<file path="config.mk">
export PLATFORM = sky130hd
export DESIGN_NAME = first_fit_job_placer_core
export DESIGN_NICKNAME = d
export VERILOG_FILES = /design/src/sv/ffjp_pkg.sv /design/src/sv/ffjp_ram.sv /design/src/sv/ffjp_front.sv /design/src/sv/ffjp_engine.sv /design/src/sv/first_fit_job_placer_core.sv
export SDC_FILE = /design/constraint.sdc
export NUM_CORES = 2
export LEC_CHECK = 0
export BUFFER_PORTS_ARGS = -buffer_cell sky130_fd_sc_hd__clkbuf_2
export CORE_ASPECT_RATIO = 1.25
export CORE_UTILIZATION = 65
export CTS_BUF_LIST = sky130_fd_sc_hd__clkbuf_8
export DETAILED_ROUTE_END_ITERATION = 12
export GPL_TIMING_DRIVEN = 0
export PLACE_DENSITY = 0.82
export SYNTH_ARGS = -nofsm -noshare
export SYNTH_HDL_FRONTEND = slang
export SYNTH_HIERARCHICAL = 1
export SYNTH_SLANG_ARGS = --single-unit
</file>
<file path="constraint.sdc">
create_clock -name clk -period 9.5 [get_ports clk]
set_input_delay 0.475 -clock clk [delete_from_list [all_inputs] [get_ports clk]]
set_output_delay 0.475 -clock clk [all_outputs]
set_load 0.02 [all_outputs]
</file>
<file path="src/sv/ffjp_pkg.sv">
`timescale 1ns / 1ps
// Shared types and constants of the first-fit job placer.
// Depends on nothing; the RTL files other than ffjp_ram use scoped names, the bench imports it.
package ffjp_pkg;

	localparam int SIZE_W  = 16;  // job size and resource level
	localparam int CAP_W   = 16;  // capacity register
	localparam int RIU_W   = 5;   // resources-in-use register
	localparam int ROUND_W = 16;  // round counter
	localparam int IDX_W   = 4;   // reported resource index
	localparam int OUTC_W  = 2;   // outcome code
	localparam int CFG_IDX_W  = 1;
	localparam int CFG_DATA_W = 16;
	localparam int QUEUE_DEPTH = 2;  // command queue between front and engine

	// register indexes of the configuration port
	localparam logic [CFG_IDX_W-1:0] REG_CAPACITY    = 1'b0;
	localparam logic [CFG_IDX_W-1:0] REG_RES_IN_USE  = 1'b1;
	localparam logic [RIU_W-1:0]     RES_IN_USE_RST  = 5'd16;

	// request function codes
	localparam logic FUNC_JOB   = 1'b0;
	localparam logic FUNC_ROUND = 1'b1;

	typedef enum logic [OUTC_W-1:0] {
		OUT_PLACED   = 2'd0,
		OUT_DEFERRED = 2'd1,
		OUT_DROPPED  = 2'd2
	} outcome_t;

	typedef enum logic [1:0] {
		ENG_IDLE,
		ENG_READ,
		ENG_FIT,
		ENG_DECIDE
	} eng_state_t;

	typedef struct packed {
		logic              is_round;
		logic [SIZE_W-1:0] size;
	} cmd_t;

	typedef struct packed {
		logic [SIZE_W-1:0]  job_size;
		logic [IDX_W-1:0]   resource_index;
		outcome_t           outcome;
		logic [ROUND_W-1:0] round_number;
		logic               last;
	} result_t;

endpackage

</file>
<file path="src/sv/ffjp_ram.sv">
`timescale 1ns / 1ps
// Generic single-write, single-read RAM with registered read data.
// Standalone; no package needed.
module ffjp_ram #(
	parameter int WIDTH = 16,
	parameter int DEPTH = 32
) (
	input  logic                     clk,
	input  logic                     we,
	input  logic [$clog2(DEPTH)-1:0] waddr,
	input  logic [WIDTH-1:0]         wdata,
	input  logic [$clog2(DEPTH)-1:0] raddr,
	output logic [WIDTH-1:0]         rdata
);

	logic [WIDTH-1:0] mem_q [DEPTH];

	always_ff @(posedge clk) begin
		if (we) begin
			mem_q[waddr] <= wdata;
		end
		rdata <= mem_q[raddr];
	end

endmodule

</file>
<file path="src/sv/ffjp_front.sv">
`timescale 1ns / 1ps
// Front end: accepts requests, classifies them and queues them for the engine.
// Depends on ffjp_pkg.
module ffjp_front (
	input  logic                       clk,
	input  logic                       arst_n,
	input  logic                       in_valid,
	output logic                       in_ready,
	input  logic                       func,
	input  logic [ffjp_pkg::SIZE_W-1:0] job_size,
	output logic                       cmd_valid,
	output ffjp_pkg::cmd_t             cmd,
	input  logic                       cmd_pop
);

	localparam int PW = $clog2(ffjp_pkg::QUEUE_DEPTH);
	localparam int CW = $clog2(ffjp_pkg::QUEUE_DEPTH + 1);

	ffjp_pkg::cmd_t entry_q [ffjp_pkg::QUEUE_DEPTH];
	logic [PW-1:0]  wr_ptr_q;
	logic [PW-1:0]  rd_ptr_q;
	logic [CW-1:0]  count_q;
	logic           push;
	logic           pop;
	ffjp_pkg::cmd_t in_cmd;

	assign in_ready  = (count_q != CW'(ffjp_pkg::QUEUE_DEPTH));
	assign push      = in_valid && in_ready;
	assign cmd_valid = (count_q != '0);
	assign pop       = cmd_pop && cmd_valid;
	assign cmd       = entry_q[rd_ptr_q];

	always_comb begin
		in_cmd.is_round = (func == ffjp_pkg::FUNC_ROUND);
		in_cmd.size     = job_size;
	end

	always_ff @(posedge clk) begin
		if (push) begin
			entry_q[wr_ptr_q] <= in_cmd;
		end
	end

	always_ff @(posedge clk or negedge arst_n) begin
		if (!arst_n) begin
			wr_ptr_q <= '0;
			rd_ptr_q <= '0;
			count_q  <= '0;
		end else begin
			if (push) begin
				wr_ptr_q <= PW'(wr_ptr_q + PW'(1));
			end
			if (pop) begin
				rd_ptr_q <= PW'(rd_ptr_q + PW'(1));
			end
			case ({push, pop})
				2'b10:   count_q <= CW'(count_q + CW'(1));
				2'b01:   count_q <= CW'(count_q - CW'(1));
				default: count_q <= count_q;
			endcase
		end
	end

endmodule

</file>
<file path="src/sv/ffjp_engine.sv">
`timescale 1ns / 1ps
// Back end: resource levels, first-fit placement, hold queue replay, result register.
// Depends on ffjp_pkg and ffjp_ram.
module ffjp_engine #(
	parameter int MAX_RESOURCES = 16,
	parameter int HOLD_DEPTH    = 32
) (
	input  logic                          clk,
	input  logic                          arst_n,
	input  logic                          cmd_valid,
	input  ffjp_pkg::cmd_t                cmd,
	output logic                          cmd_pop,
	input  logic [ffjp_pkg::CAP_W-1:0]    capacity,
	input  logic [ffjp_pkg::RIU_W-1:0]    res_in_use,
	output logic                          res_valid,
	output ffjp_pkg::result_t             res,
	input  logic                          res_ready
);

	localparam int AW = $clog2(HOLD_DEPTH);
	localparam int CW = $clog2(HOLD_DEPTH + 1);
	localparam int SW = ffjp_pkg::SIZE_W;

	ffjp_pkg::eng_state_t state_q, state_d;

	logic [SW-1:0]                   level_q [MAX_RESOURCES];
	logic [MAX_RESOURCES-1:0]        fit_q;
	logic [MAX_RESOURCES-1:0]        fits;
	logic [MAX_RESOURCES-1:0]        mask;
	logic [MAX_RESOURCES-1:0]        first_hot;
	logic                            any_fit;
	logic [ffjp_pkg::IDX_W-1:0]      hit_idx;
	logic [SW-1:0]                   size_q;
	logic                            replay_q;
	logic [CW-1:0]                   held_count_q;
	logic [CW-1:0]                   rd_ptr_q;
	logic [CW-1:0]                   rd_next;
	logic [CW-1:0]                   kept_q;
	logic [CW-1:0]                   kept_next;
	logic [ffjp_pkg::ROUND_W-1:0]    round_q;
	logic                            hold_full;
	logic                            replay_last;
	logic                            start_job;
	logic                            start_round;
	logic                            decide;
	logic                            res_valid_q;
	ffjp_pkg::result_t               res_q;
	ffjp_pkg::outcome_t              outc;

	logic          ram_we;
	logic [AW-1:0] ram_waddr;
	logic [AW-1:0] ram_raddr;
	logic [SW-1:0] ram_rdata;

	ffjp_ram #(
		.WIDTH(SW),
		.DEPTH(HOLD_DEPTH)
	) u_hold (
		.clk  (clk),
		.we   (ram_we),
		.waddr(ram_waddr),
		.wdata(size_q),
		.raddr(ram_raddr),
		.rdata(ram_rdata)
	);

	assign rd_next     = CW'(rd_ptr_q + CW'(1));
	assign replay_last = (rd_next == held_count_q);
	assign hold_full   = (held_count_q == CW'(HOLD_DEPTH));

	// parallel compare and lowest-index pick
	always_comb begin
		for (int i = 0; i < MAX_RESOURCES; i++) begin
			mask[i] = (32'(i) < 32'(res_in_use));
			fits[i] = (size_q <= level_q[i]) && mask[i];
		end
		first_hot = fit_q & (~fit_q + MAX_RESOURCES'(1));
		any_fit   = |fit_q;
		hit_idx   = '0;
		for (int i = 0; i < MAX_RESOURCES; i++) begin
			if (first_hot[i]) begin
				hit_idx = hit_idx | ffjp_pkg::IDX_W'(i);
			end
		end
		if (any_fit) begin
			outc = ffjp_pkg::OUT_PLACED;
		end else if (replay_q || !hold_full) begin
			outc = ffjp_pkg::OUT_DEFERRED;
		end else begin
			outc = ffjp_pkg::OUT_DROPPED;
		end
		kept_next = any_fit ? kept_q : CW'(kept_q + CW'(1));
	end

	// sequencer
	always_comb begin
		state_d     = state_q;
		cmd_pop     = 1'b0;
		start_job   = 1'b0;
		start_round = 1'b0;
		decide      = 1'b0;
		case (state_q)
			ffjp_pkg::ENG_IDLE: begin
				if (cmd_valid) begin
					cmd_pop = 1'b1;
					if (cmd.is_round) begin
						start_round = 1'b1;
						if (held_count_q != '0) begin
							state_d = ffjp_pkg::ENG_READ;
						end
					end else begin
						start_job = 1'b1;
						state_d   = ffjp_pkg::ENG_FIT;
					end
				end
			end
			ffjp_pkg::ENG_READ: begin
				state_d = ffjp_pkg::ENG_FIT;
			end
			ffjp_pkg::ENG_FIT: begin
				state_d = ffjp_pkg::ENG_DECIDE;
			end
			ffjp_pkg::ENG_DECIDE: begin
				if (!res_valid_q || res_ready) begin
					decide = 1'b1;
					if (replay_q && !replay_last) begin
						state_d = ffjp_pkg::ENG_READ;
					end else begin
						state_d = ffjp_pkg::ENG_IDLE;
					end
				end
			end
			default: state_d = ffjp_pkg::ENG_IDLE;
		endcase
		ram_raddr = decide ? rd_next[AW-1:0] : '0;
		ram_we    = decide && !any_fit && (replay_q || !hold_full);
		ram_waddr = replay_q ? kept_q[AW-1:0] : held_count_q[AW-1:0];
	end

	always_ff @(posedge clk or negedge arst_n) begin
		if (!arst_n) begin
			state_q      <= ffjp_pkg::ENG_IDLE;
			replay_q     <= 1'b0;
			held_count_q <= '0;
			rd_ptr_q     <= '0;
			kept_q       <= '0;
			round_q      <= '0;
			res_valid_q  <= 1'b0;
			for (int i = 0; i < MAX_RESOURCES; i++) begin
				level_q[i] <= '0;
			end
		end else begin
			state_q <= state_d;
			if (start_job) begin
				replay_q <= 1'b0;
			end
			if (start_round) begin
				replay_q <= (held_count_q != '0);
				rd_ptr_q <= '0;
				kept_q   <= '0;
				round_q  <= ffjp_pkg::ROUND_W'(round_q + ffjp_pkg::ROUND_W'(1));
				for (int i = 0; i < MAX_RESOURCES; i++) begin
					if (mask[i]) begin
						level_q[i] <= capacity;
					end
				end
			end
			if (decide) begin
				if (any_fit) begin
					for (int i = 0; i < MAX_RESOURCES; i++) begin
						if (first_hot[i]) begin
							level_q[i] <= SW'(level_q[i] - size_q);
						end
					end
				end
				if (replay_q) begin
					rd_ptr_q <= rd_next;
					kept_q   <= kept_next;
					if (replay_last) begin
						held_count_q <= kept_next;
					end
				end else if (!any_fit && !hold_full) begin
					held_count_q <= CW'(held_count_q + CW'(1));
				end
			end
			if (decide) begin
				res_valid_q <= 1'b1;
			end else if (res_ready) begin
				res_valid_q <= 1'b0;
			end
		end
	end

	// datapath registers without reset
	always_ff @(posedge clk) begin
		if (start_job) begin
			size_q <= cmd.size;
		end else if (state_q == ffjp_pkg::ENG_READ) begin
			size_q <= ram_rdata;
		end
		if (state_q == ffjp_pkg::ENG_FIT) begin
			fit_q <= fits;
		end
		if (decide) begin
			res_q.job_size       <= size_q;
			res_q.resource_index <= any_fit ? hit_idx : '0;
			res_q.outcome        <= outc;
			res_q.round_number   <= round_q;
			res_q.last           <= !replay_q || replay_last;
		end
	end

	assign res_valid = res_valid_q;
	assign res       = res_q;

endmodule

</file>
<file path="src/sv/first_fit_job_placer_core.sv">
`timescale 1ns / 1ps
// Top level of the first-fit job placer: configuration registers and port wiring.
// Depends on ffjp_pkg, ffjp_front, ffjp_engine (and through it ffjp_ram).

// A job request is placed on the lowest-numbered resource in use whose
// remaining level covers it, deferred into the hold queue, or dropped when
// that queue is full; it yields one result with last set. A new-round
// request bumps the round counter, refills the resources in use to the
// capacity register and replays every held job oldest first, one result per
// job, last on the final one (no result when nothing is held). Requests sit
// in a two-entry queue, so the input side keeps taking requests while that
// queue has room, also while the engine works or a result waits on the output
// register. A job is picked up, all levels are compared in parallel, then the
// pick and level update are made; a round is picked up, then each held job
// gets a registered read of the hold RAM before the same compare and update
// steps. Output back-pressure stalls both. Levels live in flops; the hold
// queue is a RAM of HOLD_DEPTH entries. Configuration writes go through
// cfg_wen/cfg_index/cfg_data and must only be issued while the block is idle.
module first_fit_job_placer_core #(
	parameter int MAX_RESOURCES = 16,
	parameter int HOLD_DEPTH    = 32
) (
	input  logic                             clk,
	input  logic                             arst_n,
	// configuration
	input  logic                             cfg_wen,
	input  logic [ffjp_pkg::CFG_IDX_W-1:0]   cfg_index,
	input  logic [ffjp_pkg::CFG_DATA_W-1:0]  cfg_data,
	// request channel
	input  logic                             in_valid,
	output logic                             in_ready,
	input  logic                             func,
	input  logic [ffjp_pkg::SIZE_W-1:0]      job_size,
	// result channel
	output logic                             out_valid,
	input  logic                             out_ready,
	output logic [ffjp_pkg::SIZE_W-1:0]      job_size_out,
	output logic [ffjp_pkg::IDX_W-1:0]       resource_index,
	output logic [ffjp_pkg::OUTC_W-1:0]      outcome,
	output logic [ffjp_pkg::ROUND_W-1:0]     round_number,
	output logic                             last
);

	logic [ffjp_pkg::CAP_W-1:0] capacity_q;
	logic [ffjp_pkg::RIU_W-1:0] res_in_use_q;
	logic                       cmd_valid;
	logic                       cmd_pop;
	ffjp_pkg::cmd_t             cmd;
	ffjp_pkg::result_t          res;

	// configuration registers, written when cfg_wen is high; no read-back
	always_ff @(posedge clk or negedge arst_n) begin
		if (!arst_n) begin
			capacity_q   <= '0;
			res_in_use_q <= ffjp_pkg::RES_IN_USE_RST;
		end else if (cfg_wen) begin
			case (cfg_index)
				ffjp_pkg::REG_CAPACITY:   capacity_q   <= cfg_data[ffjp_pkg::CAP_W-1:0];
				ffjp_pkg::REG_RES_IN_USE: res_in_use_q <= cfg_data[ffjp_pkg::RIU_W-1:0];
				default: ;
			endcase
		end
	end

	// front: request acceptance and command queue
	ffjp_front u_front (
		.clk      (clk),
		.arst_n   (arst_n),
		.in_valid (in_valid),
		.in_ready (in_ready),
		.func     (func),
		.job_size (job_size),
		.cmd_valid(cmd_valid),
		.cmd      (cmd),
		.cmd_pop  (cmd_pop)
	);

	// back: placement engine with hold queue and result register
	ffjp_engine #(
		.MAX_RESOURCES(MAX_RESOURCES),
		.HOLD_DEPTH   (HOLD_DEPTH)
	) u_engine (
		.clk       (clk),
		.arst_n    (arst_n),
		.cmd_valid (cmd_valid),
		.cmd       (cmd),
		.cmd_pop   (cmd_pop),
		.capacity  (capacity_q),
		.res_in_use(res_in_use_q),
		.res_valid (out_valid),
		.res       (res),
		.res_ready (out_ready)
	);

	assign job_size_out   = res.job_size;
	assign resource_index = res.resource_index;
	assign outcome        = res.outcome;
	assign round_number   = res.round_number;
	assign last           = res.last;

endmodule

</file>
==> impl.org <==
** Floorplanning
- The die covers roughly 80,000 um2.
- From bottom edge to top edge, the die measures 316 um.
- Top-level I/O count :: 80
- Area of the core region :: 77,700 um2
- X dimension of the die :: between 200 and 300 um
- Std-Cell Rows :: ~110
- Initial Util :: 0.660

** Clock tree
- CTS Root Cell :: sky130_fd_sc_hd__clkbuf_8
- The number of setup buffers added after CTS is 0.
- TritonCTS built the clock tree.
- Maximum count of clock buffers along a single path :: 3
- Number of instances resized during post-cts repair :: 0
- For the worst-skew pair, the clock arrives at the later sink with an insertion delay of between 0.8 and 0.9 ns.
- Clock sink count :: 952
- Number of CTS-inserted buffers :: 148
- Number of H-tree levels :: 4
- Clock input transition at the sequential cells of the worst setup and hold paths :: 0.07 ns

** Detailed routing
- Detailed routing inserted a total of between 30,000 and 40,000 vias.
- For this block, the initial DRC count from the detailed router was slightly below 4,000.
- Antenna-violating nets left :: 0
- After detailed routing, the number of remaining DRC violations is 0.
- Total length of routed wires :: around 150,000 um
- Average vias per placed instance :: between 6 and 7
- First-pass detailed-route iteration total :: 6
- Dividing the detail-routed wire length by the instance count gives approximately 25 um.

** Final layout
- Fraction of layout cells with a size suffix above 1 :: 0.129
- After filler insertion, the fill cell instance count of the layout stands at approximately 5,000.
- Compared with the post-synthesis result, the final layout area differs by 11.0%.
- The multi-input combinational cells in the finished layout cover a total of about 23,000 um2.
- Area occupied by registers :: between 20,000 and 30,000 um2
- Nets@finish :: roughly 5,000

** Logic synthesis
- The number of nets in the synthesized netlist is 4,730.
- Synthesis instantiated between 100 and 150 different standard cells from the library.
- Cell Area, Synth :: 51,300 um2
- Counting flops with an async set or reset pin after synthesis yields a share of 0.335.
- For this run, the register share of the synthesized area comes to 0.523.
- During synthesis, Yosys emitted a total of 6 warnings.
- Number of enable flip-flop cells after synthesis :: slightly above 600
- In this run the mean area of a mapped cell was 11.6 um2.
- Synthesis produced a netlist whose cell count is approximately 4,400.
- The most used flip-flop cell after synthesis is sky130_fd_sc_hd__edfxtp_1.
- Synthesized flop and latch total :: roughly 950

** Timing
- At the pin with the least slew margin, the transition time is around 1.6 ns.
- For the finished layout, the period the worst path requires is between 5 and 6 ns.
- Final setup margin :: 3.95 ns
- The max-slew violation total from the final report came to roughly 140.
- Between clock sinks in the finished design, the worst skew comes to about 0.066 ns.
- The number of hold-slack violations in the final timing report was 0.
- Share of the cycle needed by the critical path after routing :: 0.584
- Final setup vio count :: 0
- Static timing analysis puts the maximum clock frequency at about 0.18 GHz.
- In this run the tightest slew margin relative to its limit is -0.0612.
- Adding up every negative setup slack in the final design gives 0 ns.
- Setup repair after global routing missed its margin :: false
- Across all hold checks on the routed design, the worst slack comes to between 0.15 and 0.2 ns.

** Place
- Routability-driven placement finished with a final weighted congestion of about 0.9.
- At the placement stage, the worst setup path has a slack of approximately 4.2 ns.
- Final HPWL from detailed placement :: 94,400 um
- During placement, the flow inserted port buffers numbering between 70 and 80.

** Setup path
- The setup path with the least slack is of type register to register.
- Category of the worst setup path capture point :: register
- End of the worst register-to-register path :: u_engine/fit_q[3]
- Maximum fanout count along the critical path :: 34
- Critical path startpoint category :: register
- Worst reg2reg path startpoint :: u_engine/size_q[2]
- Setup slack on the worst reg-to-reg path comes out at slightly below 4 ns.
- Origin of the worst setup path :: u_engine/size_q[2]
- Data on the critical path arrives at its endpoint at ~6 ns.
- At the worst endpoint, the required time is 9.97 ns.
- The worst register-to-register path has a depth of 10.

** Global routing
- In the global route stage, met1 resource usage came out at 0.417.
- Entering global routing, the biggest net connects 100 pins.
- GR met3 Demand/Resource :: 0.0641
- Busiest layer in global routing :: met2
- After global routing the overflow that remains totals 0.
- Via count of the first global-routing pass :: between 30,000 and 40,000
- Across every metal layer, demand over resource in global routing totals 0.361.
- The first global-routing pass estimated roughly 220,000 um of wire.
- Met2 GRT Util :: 0.598
- Initial antenna violation count :: 3

** Run status
- The run finished, with violations left.
- Failing checks :: capacitance limit, slew limit

** Pwr
- For this design the ratio of total power to cell area is 375 nW/um2.
- VDD IR-drop max :: roughly 0.27 mV
- For this design the static power due to leakage is about 22 nW.

** Hold path
- The min-delay analysis places its worst path in the category input port to async pin.

** Run
- Number of max-capacitance violations reported :: 8
[metrics by stage]
stage               std cells  total power [mW]  utilization  cell area [um2]
floorplan                4409              14.6            -            51300
global placement         5532              17.0        0.682            53000
detailed placement       5549              17.4        0.687            53400
CTS                      5849              20.9        0.730            56700
global route             5860              22.6        0.733            57000
finish                   5861              21.3        0.733            57000
[worst max path at each step]
stage / endpoint / slack [ns]
after detailed placement: u_engine/fit_q[3] / 4.19
after floorplan: u_engine/level_q[239] / 5.48
after global routing: u_engine/fit_q[3] / 3.77
after global placement: u_engine/level_q[201] / 0.56
after CTS: u_engine/fit_q[3] / 4.10
final: u_engine/fit_q[3] / 3.95
[what timing repair did]
| action | CTS | global route |
|---|---|---|
| hold buffers | 35 | 0 |
| setup endpoints to repair | 0 | 0 |
| endpoints found under the hold margin | 109 | 0 |
[state kept, by name (all words and copies together), names as in the netlist, 34 cells and up]
register / count
u_front/entry_q: 34
u_engine/level_q: 256
u_engine/u_hold/mem_q: 512
u_engine/res: 39
[metal layers]
metal | up-vias | wire length, um
li1 | 17174 | -
met1 | 18777 | 53100
met2 | 2039 | 70600
met3 | 575 | 11500
met4 | 4 | 11900
met5 | - | 22
[worst max-delay path, stage by stage, from the launching register on]
cell	delay [ns]
sky130_fd_sc_hd__edfxtp_1	1.27
sky130_fd_sc_hd__inv_1	1.05
sky130_fd_sc_hd__ha_1	0.69
sky130_fd_sc_hd__nor2b_1	0.17
sky130_fd_sc_hd__o31ai_1	0.36
sky130_fd_sc_hd__a211oi_1	0.21
sky130_fd_sc_hd__o41ai_2	0.48
sky130_fd_sc_hd__o31ai_1	0.16
sky130_fd_sc_hd__a211oi_1	0.33
sky130_fd_sc_hd__or3_1	0.15
sky130_fd_sc_hd__o21ai_0	0.22
[kinds of logic after synthesis]
| kind of cell | Yosys count | synth area share |
|---|---|---|
| AO/OA/AOI/OAI | 1092 | 0.133 |
| XOR/XNOR | 192 | 0.0328 |
| adder cells (fa/ha/maj) | 282 | 0.0711 |
| buffers and inverters | 285 | 0.0295 |
| flip-flops | 952 | 0.523 |
| multiplexers | 534 | 0.108 |
| AND/OR/NAND/NOR | 1072 | 0.103 |
[report_power, final]
| group | switching, mW | leakage (nW) | total, mW | internal (mW) |
|---|---|---|---|---|
| registers | 0.848 | 9.54 | 6.49 | 5.65 |
| logic | 6.64 | 10.9 | 11.3 | 4.69 |
| clock network | 1.69 | 1.69 | 3.51 | 1.82 |
[cells in the final DEF, fill, tap and decap left out, types with 129 or more instances in the layout]
| cell | count |
|---|---|
| sky130_fd_sc_hd__edfxtp_1 | 617 |
| sky130_fd_sc_hd__nor2_1 | 203 |
| sky130_fd_sc_hd__clkbuf_8 | 168 |
| sky130_fd_sc_hd__a21oi_1 | 326 |
| sky130_fd_sc_hd__mux2i_1 | 421 |
| sky130_fd_sc_hd__o21ai_0 | 299 |
| sky130_fd_sc_hd__inv_1 | 129 |
| sky130_fd_sc_hd__nand2_1 | 309 |
| sky130_fd_sc_hd__ha_1 | 266 |
| sky130_fd_sc_hd__dfrtp_1 | 318 |
[cells in the mapped netlist, types with 31 or more instances]
library cell / number / area, um2
sky130_fd_sc_hd__o21ai_0: 299 / 1500
sky130_fd_sc_hd__nand2_1: 309 / 1160
sky130_fd_sc_hd__a211oi_1: 53 / 398
sky130_fd_sc_hd__a21o_1: 67 / 503
sky130_fd_sc_hd__nand3_1: 101 / 505
sky130_fd_sc_hd__nor2b_1: 50 / 313
sky130_fd_sc_hd__nor3_1: 75 / 375
sky130_fd_sc_hd__xor2_1: 102 / 893
sky130_fd_sc_hd__nor2_1: 230 / 863
sky130_fd_sc_hd__dfrtp_1: 318 / 7960
sky130_fd_sc_hd__o21a_1: 46 / 345
sky130_fd_sc_hd__ha_1: 266 / 3330
sky130_fd_sc_hd__a22o_1: 32 / 280
sky130_fd_sc_hd__or3_1: 31 / 194
sky130_fd_sc_hd__clkbuf_1: 83 / 312
sky130_fd_sc_hd__xnor2_1: 90 / 788
sky130_fd_sc_hd__nand2b_1: 82 / 513
sky130_fd_sc_hd__inv_1: 89 / 334
sky130_fd_sc_hd__mux2i_1: 421 / 4210
sky130_fd_sc_hd__nand4_1: 52 / 325
sky130_fd_sc_hd__and3_1: 42 / 263
sky130_fd_sc_hd__a21oi_1: 326 / 1630
sky130_fd_sc_hd__edfxtp_1: 617 / 18500
sky130_fd_sc_hd__a31oi_1: 38 / 238
sky130_fd_sc_hd__a22oi_1: 68 / 510
sky130_fd_sc_hd__buf_2: 60 / 300
sky130_fd_sc_hd__mux2_2: 103 / 1160
[area by class of cell]
type,count,area share
diodes,2,0.0000878
plain buffers,196,0.0207
clock buffers,166,0.0401
clock inverters,99,0.0122
inverters,89,0.00586
multi-input cells,3172,0.404
flip-flops and latches,952,0.471
well taps,1044,0.0229
repair buffers,141,0.0229
(Power assumes the default switching activity.)
